$ cat src/rtl/cms_pkg.sv
// Shared types and constants for the chamfer template scoring block.
// No dependencies; imported by the interfaces and all modules.
`default_nettype none

package cms_pkg;

  // Field widths of the item and result beats
  localparam int MODE_W   = 2;
  localparam int PIXEL_W  = 16;
  localparam int QPOS_W   = 6;
  localparam int SCORE_W  = 26;

  // Configuration port
  localparam int CFG_IDX_W  = 2;
  localparam int CFG_DATA_W = 7;

  // Item modes
  localparam logic [MODE_W-1:0] MODE_MODEL = 2'd0;
  localparam logic [MODE_W-1:0] MODE_IMAGE = 2'd1;
  localparam logic [MODE_W-1:0] MODE_QUERY = 2'd2;

  // Register indexes
  localparam logic [CFG_IDX_W-1:0] REG_IMAGE_ROWS = 2'd0;
  localparam logic [CFG_IDX_W-1:0] REG_IMAGE_COLS = 2'd1;
  localparam logic [CFG_IDX_W-1:0] REG_MODEL_ROWS = 2'd2;
  localparam logic [CFG_IDX_W-1:0] REG_MODEL_COLS = 2'd3;

  // Score saturates at the top of its field
  localparam logic [SCORE_W-1:0] SCORE_MAX = '1;

endpackage

`default_nettype wire

$ cat src/rtl/cms_cfg_regs.sv
// Configuration registers of the chamfer scoring block, with side clamping
// and registered pixel totals. Depends on cms_pkg.
`default_nettype none

module cms_cfg_regs import cms_pkg::*; #(
  parameter int MAX_IMAGE_SIDE = 64,
  parameter int MAX_MODEL_SIDE = 32,
  localparam int ISW = $clog2(MAX_IMAGE_SIDE + 1),
  localparam int MSW = $clog2(MAX_MODEL_SIDE + 1),
  localparam int ITW = $clog2(MAX_IMAGE_SIDE * MAX_IMAGE_SIDE + 1),
  localparam int MTW = $clog2(MAX_MODEL_SIDE * MAX_MODEL_SIDE + 1)
) (
  input  wire logic                  clk,
  input  wire logic                  rst,
  input  wire logic                  wr_en,
  input  wire logic [CFG_IDX_W-1:0]  wr_idx,
  input  wire logic [CFG_DATA_W-1:0] wr_data,
  output logic      [ISW-1:0]        irows,
  output logic      [ISW-1:0]        icols,
  output logic      [MSW-1:0]        mrows,
  output logic      [MSW-1:0]        mcols,
  output logic      [ITW-1:0]        itotal,
  output logic      [MTW-1:0]        mtotal
);

  logic [6:0]     image_rows;
  logic [6:0]     image_cols;
  logic [5:0]     model_rows;
  logic [5:0]     model_cols;
  logic [ISW-1:0] c_irows;
  logic [ISW-1:0] c_icols;
  logic [MSW-1:0] c_mrows;
  logic [MSW-1:0] c_mcols;

  // Take register writes
  always_ff @(posedge clk) begin
    if (rst) begin
      image_rows <= 7'd64;
      image_cols <= 7'd64;
      model_rows <= 6'd32;
      model_cols <= 6'd32;
    end else if (wr_en) begin
      case (wr_idx)
        REG_IMAGE_ROWS: image_rows <= wr_data;
        REG_IMAGE_COLS: image_cols <= wr_data;
        REG_MODEL_ROWS: model_rows <= wr_data[5:0];
        REG_MODEL_COLS: model_cols <= wr_data[5:0];
        default: ;
      endcase
    end
  end

  // Clamp each side into [1, max]
  always_comb begin
    c_irows = (image_rows == '0) ? ISW'(1) :
              (32'(image_rows) > MAX_IMAGE_SIDE) ? ISW'(MAX_IMAGE_SIDE) : ISW'(image_rows);
    c_icols = (image_cols == '0) ? ISW'(1) :
              (32'(image_cols) > MAX_IMAGE_SIDE) ? ISW'(MAX_IMAGE_SIDE) : ISW'(image_cols);
    c_mrows = (model_rows == '0) ? MSW'(1) :
              (32'(model_rows) > MAX_MODEL_SIDE) ? MSW'(MAX_MODEL_SIDE) : MSW'(model_rows);
    c_mcols = (model_cols == '0) ? MSW'(1) :
              (32'(model_cols) > MAX_MODEL_SIDE) ? MSW'(MAX_MODEL_SIDE) : MSW'(model_cols);
  end

  // Register clamped sides and pixel totals
  always_ff @(posedge clk) begin
    irows  <= c_irows;
    icols  <= c_icols;
    mrows  <= c_mrows;
    mcols  <= c_mcols;
    itotal <= ITW'(c_irows) * ITW'(c_icols);
    mtotal <= MTW'(c_mrows) * MTW'(c_mcols);
  end

endmodule

`default_nettype wire
$ cat config.mk
export PLATFORM = sky130hd
export DESIGN_NAME = cms_cfg_regs
export DESIGN_NICKNAME = d
export VERILOG_FILES = /design/src/rtl/cms_pkg.sv /design/src/rtl/cms_cfg_regs.sv
export SDC_FILE = /design/constraint.sdc
export NUM_CORES = 1
export LEC_CHECK = 0
export BUFFER_PORTS_ARGS = -buffer_cell sky130_fd_sc_hd__buf_2
export CAP_MARGIN = 20
export CELL_PAD_IN_SITES_DETAIL_PLACEMENT = 1
export CELL_PAD_IN_SITES_GLOBAL_PLACEMENT = 2
export CORE_MARGIN = 2
export CORE_UTILIZATION = 39
export DETAILED_ROUTE_END_ITERATION = 12
export PLACE_DENSITY_LB_ADDON = 0.1
export SYNTH_ARGS = -nofsm -noshare
export SYNTH_HDL_FRONTEND = slang
export SYNTH_SLANG_ARGS = --single-unit
$ cat constraint.sdc
create_clock -name clk -period 8.5 [get_ports clk]
set_clock_uncertainty 0.05 [all_clocks]
set_input_delay 0.425 -clock clk [delete_from_list [all_inputs] [get_ports clk]]
set_output_delay 0.425 -clock clk [all_outputs]
set_load 0.02 [all_outputs]
=== Word-level counts from Yosys, hierarchy flattened ===
Cells that the tools add are included.

* Register bits: 76
* Input bits: 12
* Output and inout bits: 50
* Word-level logic and storage cells: 36

* Multipliers: 2
* Magnitude comparators: 4
* Eq/ne operators: 3
* Multiplexer cells: 8
* Reduce and logical (&&, ||, !) cells: 9

{| class="wikitable"
|+ Operators by type and width
! operator !! count
|-
| 2-to-1 mux 7 bit || 4
|-
| 2-to-1 mux 6 bit || 4
|-
| greater-than comparator 7 bit, second input constant || 2
|-
| logical NOT 7 bit || 2
|-
| multiplier 7 x 7 -> 13 bit || 1
|-
| greater-than comparator 6 bit, second input constant || 2
|-
| logical NOT 6 bit || 2
|-
| multiplier 6 x 6 -> 11 bit || 1
|-
| AND reduction 2 bit || 4
|-
| equality test 2 bit, second input constant || 2
|-
| equality test 2 x 1 -> 1 bit, second input constant || 1
|-
| logical NOT 2 bit || 1
|}

=== Longest topological paths before layout ===
* Depth in word-level cells: 4
* Gate-level depth with buffers: 17
* Gate-level depth less buffers: 17

=== Least setup slack after synthesis ===
OpenSTA, ideal clock, no wires.

* Path type: register to register
* From: register image_rows[1]
* To: register itotal[11]
* Setup time: 62 ps
* Arrival: 4476 ps
* Required time: 8388 ps
* Path slack: 3912 ps
* Cell stages (with the launch flop): 18
* Path buffers: 0
* Period minus slack after synthesis: 4588 ps
* Cells stage by stage: dfxtp_1 > or4_1 > nor2_1 > o21bai_1 > inv_1 > nand2_1 > fa_1 > fa_1 > inv_1 > fa_1 > inv_1 > fa_1 > inv_1 > ha_1 > nand3_1 > o2111ai_1 > a311o_1 > nand3_1

* Cells in the longest elaborated chain, start to end: 4

{| class="wikitable"
|+ RTL lines
! what !! RTL line !! source
|-
| from (decl) || cms_cfg_regs.sv:26 || <nowiki>logic [6:0] image_rows;</nowiki>
|-
| from (signal assigned) || cms_cfg_regs.sv:44 || <nowiki>REG_IMAGE_ROWS: image_rows <= wr_data;</nowiki>
|-
| greater-than comparator 7 bit || cms_cfg_regs.sv:56 || <nowiki>(32'(image_rows) > MAX_IMAGE_SIDE) ? ISW'(MAX_IMAGE_SIDE) : ISW'(image_rows);</nowiki>
|-
| 2-to-1 mux 7 bit || cms_cfg_regs.sv:56 ||
|-
| 2-to-1 mux 7 bit * || cms_cfg_regs.sv:55 || <nowiki>c_irows = (image_rows == '0) ? ISW'(1) :</nowiki>
|-
| net c_irows[0] || cms_cfg_regs.sv:30 || <nowiki>logic [ISW-1:0] c_irows;</nowiki>
|-
| multiplier 7 x 7 -> 13 bit * || cms_cfg_regs.sv:71 || <nowiki>itotal <= ITW'(c_irows) * ITW'(c_icols);</nowiki>
|-
| to (signal assigned) || cms_cfg_regs.sv:71 ||
|-
| to (decl) || cms_cfg_regs.sv:22 || <nowiki>output logic [ITW-1:0] itotal,</nowiki>
|}

Mark *: on every way through the listed nets, which the timed path passes. The rest lies on a longest branch.
A chain may end at the register's enable or synchronous reset.

=== Final worst setup path ===
Same ends and word-level chain as after synthesis.

==> metrics.txt <==
DP HPWL=8500 um; Die ar.=0.0128 mm2; CP arrival=5.14 ns; flop and latch count out of synthesis=76; fin crit share=57.6%; clk slew on worst S/H paths=0.06 ns; Logic pwr share=6.5%; yosys synthesis warning count=0; normalized max-slew margin=58.2%; CTS max path bufs=2; most frequent cells in the layout=dfxtp_1 (76), nor2_1 (66), buf_2 (61); # hold bufs at CTS=0; num ports=62; drt pass-1 iters=4; DR vias=3404; final WL=10700 um; DRC=0; asr flop ratio synth=0%; # diodes=0; Max-Cap Viols=0; WP buf/inv=4; Avg Inst Size Synth=9.50 um2; CTS sink count=76; Sequential Power Share=46.6%; post-cts sizing count=0; fin. max-slew vios=0; post-synthesis sequential area ratio=32.7%; critical path type=reg -> reg; CP cell instances=or4_1 > nor2_1 > o21bai_1 > inv_1 > nand2_1 > fa_1 > fa_1 > inv_1 > fa_1 > inv_1 > fa_1 > inv_1 > ha_1 > nand3_1 > o2111ai_1 > a311o_1 > nand3_1; initial antenna violation count=0; worst slew pin tran=0.626 ns; Worst VDD drop=0.000125 V; kind of cell adding the most delay to the critical path=adder cells; largest net degree at the start of global routing=27; Core Rows=39; CP Capture Type=flip-flop; CTS tree=yes; Initial Util=40.4%; Leak=2.90 nW; Synth Flop Type=dfxtp_1; Mapped Nets=590; vias in the first global route=3557; Util after Layout=46.6%; Sw Ratio=25.5%; post-synthesis cell type count=40; final net count=645; htree depth=3; Clock Power Share=46.9%; core box area=0.0115 mm2; EDFF count, synth=0; Worst Path Required=8.74 ns; PortBufs=61; FILL cells=1352; area grow syn2layout=15.3%; most common cell after layout, fill and taps aside=dfxtp_1; outcome=finished clean; Fin Hold WS=0.240 ns; setup TNS=0 ns; total power per unit cell area=149 mW/mm2; class of the worst hold path=in -> reg; drt wl/cell=15.5 um; vias per cell=4.91; Cell Area, Synth=0.00466 mm2; total power=0.000802 W; initial DRC count=141; Pint=0.000597 W; Mapped Cells=490; Final Hold Vio Count=0; total CTS buffers=9; Die H=113 um; CP max-delay cell=fa_1; Peak Freq=204 MHz; first-pass GRT wire length=17800 um; postcts setup bufs=0; CTS root buf=clkbuf_16; Routed Antenna Nets=0; Startpoint Class=flip-flop; share of layout cells above drive strength 1=14.7%; die width=113 um; minimum clock period=4.89 ns; GP Congestion=0.824; GR Overflow Total=0; Sw Pwr=0.000204 W; Tot GR Track Use=18.0%; Crit path largest cell delay=0.55 ns; setup violators final=0; worst skew pair latency=0.35 ns; RSZ-0062 raised after global routing=false; worst-path fanout max=6
==> worst paths after layout <==
check                           slack (ns)           from            end  cells past startpoint
worst min register to register        0.46  model_rows[0]  model_rows[0]                      2
worst min-delay path                  0.24     wr_data[6]  image_rows[6]                      2
worst max-delay path                  3.61  image_rows[1]     itotal[11]                     17
worst max register to register        3.61  image_rows[1]     itotal[11]                     17
==> per-layer routing <==
metal / GRT usage (%) / vias up / share of wire (%)
met5: 0 / - / 0
met4: 7.80 / 0 / 1.9
met3: 3.48 / 11 / 3.3
met2: 26.3 / 58 / 43
met1: 26.0 / 1659 / 52
li1: - / 1676 / -
==> flip-flops by register name, indices dropped and copies added, names as in the netlist <==
signal and flops:
mtotal 11, itotal 13, model_rows 6, irows 7, image_cols 7, mrows 6, image_rows 7, model_cols 6
mcols 6, icols 7
==> power by group through the flow <==
stage          sequential, W  clock [W]  combinational, W
2_1_floorplan       0.000385          0         0.0000315
3_3_place_gp        0.000382          0         0.0000516
3_5_place_dp        0.000382          0         0.0000526
4_1_cts             0.000374   0.000386         0.0000530
5_1_grt             0.000375   0.000402         0.0000577
6_report            0.000374   0.000376         0.0000521
==> Yosys cell counts (all sizes together) (7+ instances only) <==
| library cell | n | share of area [%] |
|---|---|---|
| nand3 | 8 | 0.86 |
| xnor2 | 16 | 3.0 |
| nor2 | 66 | 5.3 |
| a21oi | 7 | 0.75 |
| clkbuf | 14 | 1.1 |
| fa | 39 | 17 |
| ha | 49 | 13 |
| nand2b | 17 | 2.3 |
| mux2i | 22 | 4.7 |
| nor2b | 8 | 1.1 |
| inv | 57 | 4.6 |
| and2 | 16 | 2.1 |
| dfxtp | 76 | 33 |
| nand2 | 45 | 3.6 |
==> final cells by class <==
| class | count | area (um2) | area share [%] |
|---|---|---|---|
| well taps | 143 | 179 | 3.33 |
| clock buffers | 10 | 239 | 4.45 |
| multi-input cells | 339 | 2850 | 53.1 |
| flip-flops and latches | 76 | 1520 | 28.3 |
| inverters | 57 | 214 | 3.99 |
| clock inverters | 6 | 52.6 | 0.979 |
| repair buffers | 62 | 313 | 5.83 |
==> worst register-to-register path, cell delays in order, from the launching register on <==
cell	delay (ns)
dfxtp_1	0.33
or4_1	0.51
nor2_1	0.10
o21bai_1	0.16
inv_1	0.15
nand2_1	0.09
fa_1	0.54
fa_1	0.55
inv_1	0.05
fa_1	0.53
inv_1	0.05
fa_1	0.53
inv_1	0.04
ha_1	0.37
nand3_1	0.14
o2111ai_1	0.20
a311o_1	0.40
nand3_1	0.06
==> cells by family (layout without fill, tap and decap cells) <==
family	count (synthesis)	in the layout	synth area share, %
compound gates	31	31	5.00
simple gates	178	178	17.8
xor+xnor	20	20	3.76
buf+inv	75	135	6.13
flops	76	76	32.7
mux	22	22	4.73
fa+ha+maj	88	88	29.9
==> metrics by stage <==
step                      setup slack (ns)  instance area (um2)  cells
after floorplan                       3.91                 4660    490
after global routing                  3.34                 5370    693
after CTS                             3.60                 5370    693
final                                 3.61                 5370    693
after global placement                3.72                 5080    677
after detailed placement              3.64                 5080    677
Power figures use the tool's default switching activity.
